**src/sv/pal_pkg.sv**
```systemverilog
package pal_pkg;

    localparam int DATA_W    = 32;
    localparam int OP_W      = 3;
    localparam int POS_W     = 4;
    localparam int STAT_W    = 2;
    localparam int DEPTH_DEF = 8;

    localparam logic [OP_W-1:0] OP_INSERT  = 3'd0;
    localparam logic [OP_W-1:0] OP_DELETE  = 3'd1;
    localparam logic [OP_W-1:0] OP_REVERSE = 3'd2;
    localparam logic [OP_W-1:0] OP_SEARCH  = 3'd3;
    localparam logic [OP_W-1:0] OP_READ    = 3'd4;

    localparam logic [STAT_W-1:0] STAT_OK       = 2'd0;
    localparam logic [STAT_W-1:0] STAT_BAD_POS  = 2'd1;
    localparam logic [STAT_W-1:0] STAT_NOTFOUND = 2'd2;

    typedef enum logic [1:0] {
        S_IDLE,
        S_EXEC,
        S_SCAN
    } state_t;

    typedef struct packed {
        logic [OP_W-1:0]   op;
        logic [POS_W-1:0]  pos;
        logic [DATA_W-1:0] key;
    } req_t;

    typedef struct packed {
        logic              valid;
        logic              hit;
        logic [POS_W-1:0]  found;
        logic [DATA_W-1:0] value;
    } probe_t;

endpackage

```
**src/sv/positional_array_list.sv**
```systemverilog
// Positional array list: DEPTH signed 32-bit entries, all zero after reset.
// Request channel: operation, position and item_value are taken at a rising
// edge with start high and busy low. Operations: insert, delete, reverse,
// search, read. Insert, delete and read need position in 1..DEPTH, else
// status reports a bad position and nothing changes.
// Result channel: done is high for one cycle with status, found_position and
// read_value valid in that cycle. The receiver cannot stall; each result is
// taken in its done cycle.
// Completion: insert, delete, reverse, rejected requests and unknown codes
// raise done from the execute state, at the edge on which every cell updates.
// Search and valid reads send a probe down the row of cells, one cell per
// cycle; done is registered once the probe leaves the last cell.
// busy is high from the request edge until the done cycle, in which a new
// request may already be taken.
// Reset (rst_n low, asynchronous) clears every entry and drops any request
// in flight.
module positional_array_list
    import pal_pkg::*;
#(
    parameter int DEPTH = DEPTH_DEF
)
(
    input  logic                     clk,
    input  logic                     rst_n,
    input  logic                     start,
    output logic                     busy,
    input  logic [OP_W-1:0]          operation,
    input  logic [POS_W-1:0]         position,
    input  logic signed [DATA_W-1:0] item_value,
    output logic                     done,
    output logic [STAT_W-1:0]        status,
    output logic [POS_W-1:0]         found_position,
    output logic signed [DATA_W-1:0] read_value
);

    localparam int CLW = $clog2(DEPTH + 2);
    localparam int CW  = (CLW > POS_W) ? CLW : POS_W;
    localparam logic [CW-1:0] LIMIT = CW'(DEPTH);

    state_t            state_reg;
    state_t            state_next;
    req_t              req_reg;
    req_t              req_next;
    logic              done_reg;
    logic              done_next;
    logic [STAT_W-1:0] status_reg;
    logic [STAT_W-1:0] status_next;
    logic [POS_W-1:0]  found_reg;
    logic [POS_W-1:0]  found_next;
    logic [DATA_W-1:0] value_reg;
    logic [DATA_W-1:0] value_next;

    logic              accept;
    logic              pos_ok;
    logic              probe_op;
    logic              apply;
    probe_t            probe_head;
    probe_t            probe_w [DEPTH+1];
    logic [DATA_W-1:0] entry_w [DEPTH];
    probe_t            last_probe;

    assign accept     = start && (state_reg == S_IDLE);
    assign pos_ok     = (CW'(req_reg.pos) != '0) && (CW'(req_reg.pos) <= LIMIT);
    assign probe_op   = (req_reg.op == OP_SEARCH) || ((req_reg.op == OP_READ) && pos_ok);
    assign last_probe = probe_w[DEPTH];

    always_comb
    begin
        probe_head       = '0;
        probe_head.valid = (state_reg == S_EXEC) && probe_op;
    end

    assign probe_w[0] = probe_head;

    genvar g;
    generate
        for (g = 0; g < DEPTH; g++)
        begin : g_cell
            logic [DATA_W-1:0] left_val;
            logic [DATA_W-1:0] right_val;

            if (g == 0)
            begin : g_first
                assign left_val = '0;
            end
            else
            begin : g_mid_l
                assign left_val = entry_w[g-1];
            end

            if (g == DEPTH - 1)
            begin : g_last
                assign right_val = '0;
            end
            else
            begin : g_mid_r
                assign right_val = entry_w[g+1];
            end

            pal_cell #(
                .DEPTH (DEPTH),
                .INDEX (g)
            ) u_cell (
                .clk        (clk),
                .rst_n      (rst_n),
                .req        (req_reg),
                .apply      (apply),
                .left_val   (left_val),
                .right_val  (right_val),
                .mirror_val (entry_w[DEPTH-1-g]),
                .probe_in   (probe_w[g]),
                .probe_out  (probe_w[g+1]),
                .entry      (entry_w[g])
            );
        end
    endgenerate

    always_comb
    begin
        state_next = state_reg;
        case (state_reg)
            S_IDLE:
            begin
                if (accept)
                    state_next = S_EXEC;
            end
            S_EXEC:
                state_next = probe_op ? S_SCAN : S_IDLE;
            S_SCAN:
            begin
                if (last_probe.valid)
                    state_next = S_IDLE;
            end
            default:
                state_next = S_IDLE;
        endcase
    end

    always_comb
    begin
        req_next    = req_reg;
        done_next   = 1'b0;
        status_next = status_reg;
        found_next  = found_reg;
        value_next  = value_reg;
        apply       = 1'b0;
        if (accept)
        begin
            req_next.op  = operation;
            req_next.pos = position;
            req_next.key = item_value;
        end
        case (state_reg)
            S_EXEC:
            begin
                apply = 1'b1;
                if (!probe_op)
                begin
                    done_next   = 1'b1;
                    found_next  = '0;
                    value_next  = '0;
                    status_next = STAT_OK;
                    if (((req_reg.op == OP_INSERT) || (req_reg.op == OP_DELETE)
                         || (req_reg.op == OP_READ)) && !pos_ok)
                        status_next = STAT_BAD_POS;
                end
            end
            S_SCAN:
            begin
                if (last_probe.valid)
                begin
                    done_next = 1'b1;
                    if (req_reg.op == OP_SEARCH)
                    begin
                        status_next = last_probe.hit ? STAT_OK : STAT_NOTFOUND;
                        found_next  = last_probe.hit ? last_probe.found : '0;
                        value_next  = '0;
                    end
                    else
                    begin
                        status_next = STAT_OK;
                        found_next  = '0;
                        value_next  = last_probe.value;
                    end
                end
            end
            default:
                apply = 1'b0;
        endcase
    end

    always_ff @(posedge clk or negedge rst_n)
    begin
        if (!rst_n)
        begin
            state_reg  <= S_IDLE;
            done_reg   <= 1'b0;
            req_reg    <= '0;
            status_reg <= STAT_OK;
            found_reg  <= '0;
            value_reg  <= '0;
        end
        else
        begin
            state_reg  <= state_next;
            done_reg   <= done_next;
            req_reg    <= req_next;
            status_reg <= status_next;
            found_reg  <= found_next;
            value_reg  <= value_next;
        end
    end

    assign busy           = (state_reg != S_IDLE);
    assign done           = done_reg;
    assign status         = status_reg;
    assign found_position = found_reg;
    assign read_value     = value_reg;

endmodule

```
**src/sv/pal_cell.sv**
```systemverilog
module pal_cell
    import pal_pkg::*;
#(
    parameter int DEPTH = DEPTH_DEF,
    parameter int INDEX = 0
)
(
    input  logic              clk,
    input  logic              rst_n,
    input  req_t              req,
    input  logic              apply,
    input  logic [DATA_W-1:0] left_val,
    input  logic [DATA_W-1:0] right_val,
    input  logic [DATA_W-1:0] mirror_val,
    input  probe_t            probe_in,
    output probe_t            probe_out,
    output logic [DATA_W-1:0] entry
);

    localparam int CLW = $clog2(DEPTH + 2);
    localparam int CW  = (CLW > POS_W) ? CLW : POS_W;
    localparam logic [CW-1:0] SELF  = CW'(INDEX + 1);
    localparam logic [CW-1:0] LIMIT = CW'(DEPTH);

    logic [DATA_W-1:0] entry_reg;
    logic [DATA_W-1:0] entry_next;
    probe_t            probe_reg;
    probe_t            probe_next;
    logic [CW-1:0]     pos_w;
    logic              pos_ok;

    assign pos_w  = CW'(req.pos);
    assign pos_ok = (pos_w != '0) && (pos_w <= LIMIT);

    always_comb
    begin
        entry_next = entry_reg;
        if (apply)
        begin
            case (req.op)
                OP_INSERT:
                begin
                    if (pos_ok && pos_w == SELF)
                        entry_next = req.key;
                    else if (pos_ok && pos_w < SELF)
                        entry_next = left_val;
                end
                OP_DELETE:
                begin
                    if (pos_ok && pos_w <= SELF)
                        entry_next = right_val;
                end
                OP_REVERSE:
                    entry_next = mirror_val;
                default:
                    entry_next = entry_reg;
            endcase
        end
    end

    always_comb
    begin
        probe_next = probe_in;
        if (probe_in.valid && !probe_in.hit)
        begin
            case (req.op)
                OP_SEARCH:
                begin
                    if (entry_reg == req.key)
                    begin
                        probe_next.hit   = 1'b1;
                        probe_next.found = POS_W'(INDEX + 1);
                    end
                end
                OP_READ:
                begin
                    if (pos_w == SELF)
                    begin
                        probe_next.hit   = 1'b1;
                        probe_next.value = entry_reg;
                    end
                end
                default:
                    probe_next = probe_in;
            endcase
        end
    end

    always_ff @(posedge clk or negedge rst_n)
    begin
        if (!rst_n)
        begin
            entry_reg <= '0;
            probe_reg <= '0;
        end
        else
        begin
            entry_reg <= entry_next;
            probe_reg <= probe_next;
        end
    end

    assign entry     = entry_reg;
    assign probe_out = probe_reg;

endmodule

```
**config.mk**
```make
export PLATFORM = sky130hd
export DESIGN_NAME = positional_array_list
export DESIGN_NICKNAME = d
export VERILOG_FILES = /design/src/sv/pal_pkg.sv /design/src/sv/positional_array_list.sv /design/src/sv/pal_cell.sv
export SDC_FILE = /design/constraint.sdc
export NUM_CORES = 1
export LEC_CHECK = 0
export BUFFER_PORTS_ARGS = -buffer_cell sky130_fd_sc_hd__buf_2
export CAP_MARGIN = 20
export CORE_MARGIN = 1
export CORE_UTILIZATION = 25
export CTS_CLUSTER_DIAMETER = 40
export CTS_CLUSTER_SIZE = 12
export DETAILED_ROUTE_END_ITERATION = 16
export PLACE_DENSITY_LB_ADDON = 0.08
export SETUP_SLACK_MARGIN = 0.05
export SYNTH_ARGS = -nofsm -noshare
export SYNTH_HDL_FRONTEND = slang
export SYNTH_HIERARCHICAL = 1
export SYNTH_SLANG_ARGS = --single-unit
```
**constraint.sdc**
```tcl
create_clock -name clk -period 2.7 [get_ports clk]
set_input_delay 0.135 -clock clk [delete_from_list [all_inputs] [get_ports clk]]
set_output_delay 0.135 -clock clk [all_outputs]
set_load 0.02 [all_outputs]
```
# Word level (Yosys, flattened, before mapping)
# Cells that the tools add are included.
# classes
add_sub_neg,0
multipliers,0
n_div,0
order_cmp,16
n_eq_ne,41
shift,0
n_mux,111
n_bitwise,0
n_reduce_logical,63
# ops
operator,count
2-to-1 mux 32 bit,43
case mux 32 bit (3 select lines),8
2-to-1 mux 37 bit,7
== test 32 bit,8
case mux 32 bit (2 select lines),1
2-to-1 mux 4 bit,12
2-to-1 mux 5 bit,8
2-to-1 mux 38 bit,1
logical AND 1 bit,36
AND reduction 4 bit,8
!= test 3 x 1 -> 1 bit (second input constant),8
!= test 2 x 1 -> 1 bit (second input constant),9
case mux 1 bit (2 select lines),9
== test 4 x 3 -> 1 bit (second input constant),4
<= comparator 4 x 3 -> 1 bit (second input constant),4
less-than comparator 4 x 3 -> 1 bit (second input constant),4
2-to-1 mux 2 bit,7
2-to-1 mux 1 bit,12
== test 4 x 2 -> 1 bit (second input constant),2
<= comparator 4 x 2 -> 1 bit (second input constant),2
zero test 1 bit,8
less-than comparator 4 x 2 -> 1 bit (second input constant),2
case mux 4 bit (2 select lines),1
== test 3 x 2 -> 1 bit (second input constant),2
other kinds (21),25
# totals
reg_bits,640
latch_bits,0
mem_bits_rw,0
romBits,0
in_bits,42
elab_cells,279
mem_count,0

# Longest topological paths before layout
# depth
ltp_word,7
ltp_mapped,8
ltp_nobuf,8

# By module
# The synthesis kept the hierarchy.
# modules_own_cells
module,instances,cells_each,area_each_um2
pal_cell (g_cell[6].u_cell),1,384,4040.1
pal_cell (g_cell[0].u_cell),1,312,3941.3
pal_cell (g_cell[3].u_cell),1,387,3922.5
pal_cell (g_cell[7].u_cell),1,315,3900.0
pal_cell (g_cell[4].u_cell),1,386,3865.0
pal_cell (g_cell[5].u_cell),1,386,3862.5
pal_cell (g_cell[1].u_cell),1,384,3811.2
pal_cell (g_cell[2].u_cell),1,313,3781.1
positional_array_list,1,201,3129.3

# Worst setup path after synthesis
# No wires, ideal clock.
# synth_path
path_kind,register -> register
start,register req_reg[38] (netlist name)
end,register g_cell[0].u_cell.probe_reg (netlist bit g_cell[0].u_cell/probe_out[32])
setup_ps,96
t_arrival_ps,2714
required_time_ps,2604
setup_slack_ps,-110
path_stages_with_launch,8
synth_period_minus_slack_ps,2810
cell_sequence,dfrtp_1 nor3b_1 a31oi_2 nor2_1 nand2b_1 nor4b_1 nand4_1 o31ai_1
# synth_rtl
element,line,rtl
"start, declared",positional_array_list.sv:42,req_t req_reg;
"start signal, assigned",positional_array_list.sv:207,req_reg <= req_next;
"end signal, assigned",pal_cell.sv:99,probe_reg <= probe_next;
"end, declared",pal_cell.sv:27,probe_t probe_reg;

==> flow_metrics.env <==
export IMPL_ff2ff_path_depth=7
export IMPL_finalCritPeriodShare=0.948
export IMPL_ant_nets=0
export IMPL_largest_reg_flops=304
export IMPL_drtIter0Drc=2509
export IMPL_wl_per_cell_um=31.5
export IMPL_drt_wl_total_mm=172
export IMPL_grt_setup_unrepaired="no"
export IMPL_grt_remaining_overflow=0
export IMPL_row_count=135
export IMPL_timing_critical_path_from_type="flop"
export IMPL_final_layout_size_suffix_gt1_frac=0.284
export IMPL_ys_seq_area_frac=0.468
export IMPL_p_sw_frac=0.448
export IMPL_crit_path_end_kind="flop"
export IMPL_first_global_vias=28800
export IMPL_rr_startpoint="req_reg[1]"
export IMPL_async_flop_share=1.00
export IMPL_floorplan_io_pins=82
export IMPL_clock_path_buffers=3
export IMPL_clkLatencyLatePin_ns=0.78
export IMPL_p_per_area_nw_per_um2=1460
export IMPL_setup_viol_count_final=0
export IMPL_yosys_warnings=6
export IMPL_grt_antenna_before_repair=14
export IMPL_finalWeightedCongestion=0.908
export IMPL_detailedPlace_worstSlack_ns=0.0611
export IMPL_mappedNetlistArea_um2=34300
export IMPL_clock_pin_slew_of_the_registers_on_the_worst_case_setup_and_hold_paths_ns=0.05
export IMPL_timing_max_slew_rel_slack=0.211
export IMPL_final_cell_mix="dfrtp_1, nand2_1, buf_4, xnor2_1, a21oi_1"
export IMPL_hold_viol=0
export IMPL_fin_worst_skew_ns=0.0295
export IMPL_synthDominantAreaCellType="dfrtp_1"
export IMPL_power_sequential_fraction=0.254
export IMPL_worst_path_max_fanout=10
export IMPL_post_drt_via_cell_ratio=5.17
export IMPL_die_w_um=372
export IMPL_chipHeight_um=372
export IMPL_synthDominantCellAreaShare=0.468
export IMPL_combinationalPowerShare=0.446
export IMPL_utilization=0.333
export IMPL_synth_cells=3068
export IMPL_fmax_mhz=391
export IMPL_core_region_area_um2=136000
export IMPL_min_path_type="in2async"
export IMPL_mostFrequentLayoutCell="dfrtp_1"
export IMPL_grt_first_pass_wirelength_mm=240
export IMPL_netlist_top_cells_area="dfrtp_1, xnor2_1, mux2_4"
export IMPL_drc=0
export IMPL_worstPathArrival_ns=3.22
export IMPL_synthFlopType="dfrtp_1"
export IMPL_via_count=28200
export IMPL_sequential_cell_area_um2=16000
export IMPL_grtUsageTotal=0.250
export IMPL_final_fill_count=13600
export IMPL_leakage_nw=19.1
export IMPL_fin_worst_hold_slack_ns=0.0314
export IMPL_postSynthRegisterBits=640
export IMPL_worst_ep_required_time_ns=3.36
export IMPL_io_buffers=81
export IMPL_tightest_slew_ns=1.18
export IMPL_dieArea_um2=138000
export IMPL_numCtsBuffers=152
export IMPL_initial_core_util=0.253
export IMPL_dp_hpwl_mm=115
export IMPL_timing_final_max_slew_violations=0
export IMPL_outcome="finished clean"
export IMPL_tns_ns=0
export IMPL_drv_cap=0
export IMPL_post_synth_num_cell_types=75
export IMPL_finalWorstPathRequiredPeriod_ns=2.56
export IMPL_detail_route_first_pass_iterations=6
export IMPL_syn_area_per_cell_um2=11.2
export IMPL_worstSetupStartpoint="req_reg[1]"
export IMPL_clock_tree_htree_level_count=4
export IMPL_clockRootBuffer="clkbuf_16"
export IMPL_synth_edf_count=0
export IMPL_criticalPathCategory="reg2reg"
export IMPL_p_clk_frac=0.300
export IMPL_final_critical_path_setup_slack_ns=0.141
export IMPL_clock_sink_count=640
export IMPL_ir_drop_v=0.000740
export IMPL_areaGrowthSynthToFinish_pct=32.0
export IMPL_post_layout_power_mw=65.8
export IMPL_maximum_number_of_pins_on_one_net_before_global_route_repair=106
export IMPL_multiInputGateArea_um2=17600
export IMPL_tritoncts="done"
export IMPL_nNetsFinal=3602
export IMPL_p_int_mw=36.4
export IMPL_power_switching_mw=29.5
[kinds of logic (layout without fill, tap and decap cells)]
| group | after synthesis | count (layout) | share of synthesized area |
|---|---|---|---|
| muxes | 490 | 490 | 0.171 |
| AOI/OAI and AO/OA | 743 | 743 | 0.158 |
| xor gates and xnor gates | 253 | 253 | 0.0647 |
| DFF | 640 | 640 | 0.468 |
| other | 1 | 105 | 0.000109 |
| buffers and inverters | 211 | 722 | 0.0345 |
| and+or+nand+nor | 726 | 726 | 0.103 |
| adders and majority gates | 4 | 4 | 0.00146 |
[timing repair]
action	in CTS	in global routing
setup buffers	0	0
gates resized for setup	1	2
setup endpoints to repair	2	5
hold endpoints to repair	509	0
hold buffers	42	0
[cell type report]
class | instances | area share
diodes | 3 | 0.000166
clock buffers | 199 | 0.0954
clock inverters | 79 | 0.0261
inverters | 13 | 0.00108
multi-input cells | 2318 | 0.390
flip-flops and latches | 640 | 0.355
well taps | 1781 | 0.0493
repair buffers | 431 | 0.0837
[path summary, 6_finish.rpt]
check | to | slack, ns
max reg2reg | g_cell[4].u_cell/probe_out[35] | 0.14
max | g_cell[4].u_cell/probe_out[35] | 0.14
min in group clk | req_reg[3] | 0.13
min reg2reg | g_cell[1].u_cell/probe_out[37] | 0.40
min | g_cell[7].u_cell/probe_out[18] | 0.03
max in group asynchronous | g_cell[7].u_cell/probe_out[0] | 1.98
[critical path, stage by stage (launching register included)]
cell and delay [ns]:
dfrtp_1 0.75, xnor2_1 0.21, buf_4 0.18, nand4_1 0.19, nor4_1 0.63, nand3_1 0.15
buf_4 0.18, and2_1 0.15
[Yosys cell counts (32+ instances only)]
master,n
xnor2_1,208
nand2b_1,32
mux2_2,116
clkbuf_1,75
a22oi_1,95
a21oi_1,166
mux2i_1,97
a22o_1,35
xor2_1,45
mux2_1,157
a221oi_1,88
o21ai_0,98
dfrtp_1,640
a221oi_2,72
buf_2,82
nand4_1,54
nand2_1,458
mux2_4,120
nor2_1,44
o21ai_1,129
[routing by layer]
metal | GRT usage | up-vias | wire (µm)
li1 | - | 12100 | -
met1 | 0.339 | 14700 | 76900
met2 | 0.384 | 1119 | 77200
met3 | 0.0451 | 341 | 10100
met4 | 0.112 | 6 | 7770
met5 | 0 | - | 41
[metrics by stage]
| step | cell area [µm²] | cells |
|---|---|---|
| detailed placement | 39300 | 5141 |
| global route | 45200 | 5461 |
| CTS | 45200 | 5461 |
| global placement | 39300 | 5141 |
| floorplan | 34600 | 3169 |
| finish | 45200 | 5464 |
[power groups by stage]
| stage | Sequential, mW | Combinational, mW | Clock (mW) |
|---|---|---|---|
| 2_1_floorplan | 15.7 | 14.1 | 0 |
| 3_3_place_gp | 16.7 | 28.8 | 0 |
| 3_5_place_dp | 16.7 | 29.0 | 0 |
| 4_1_cts | 16.6 | 29.2 | 20.1 |
| 5_1_grt | 17.0 | 30.8 | 20.6 |
| 6_report | 16.7 | 29.4 | 19.8 |
No activity file was read; power rests on OpenSTA's default activity.
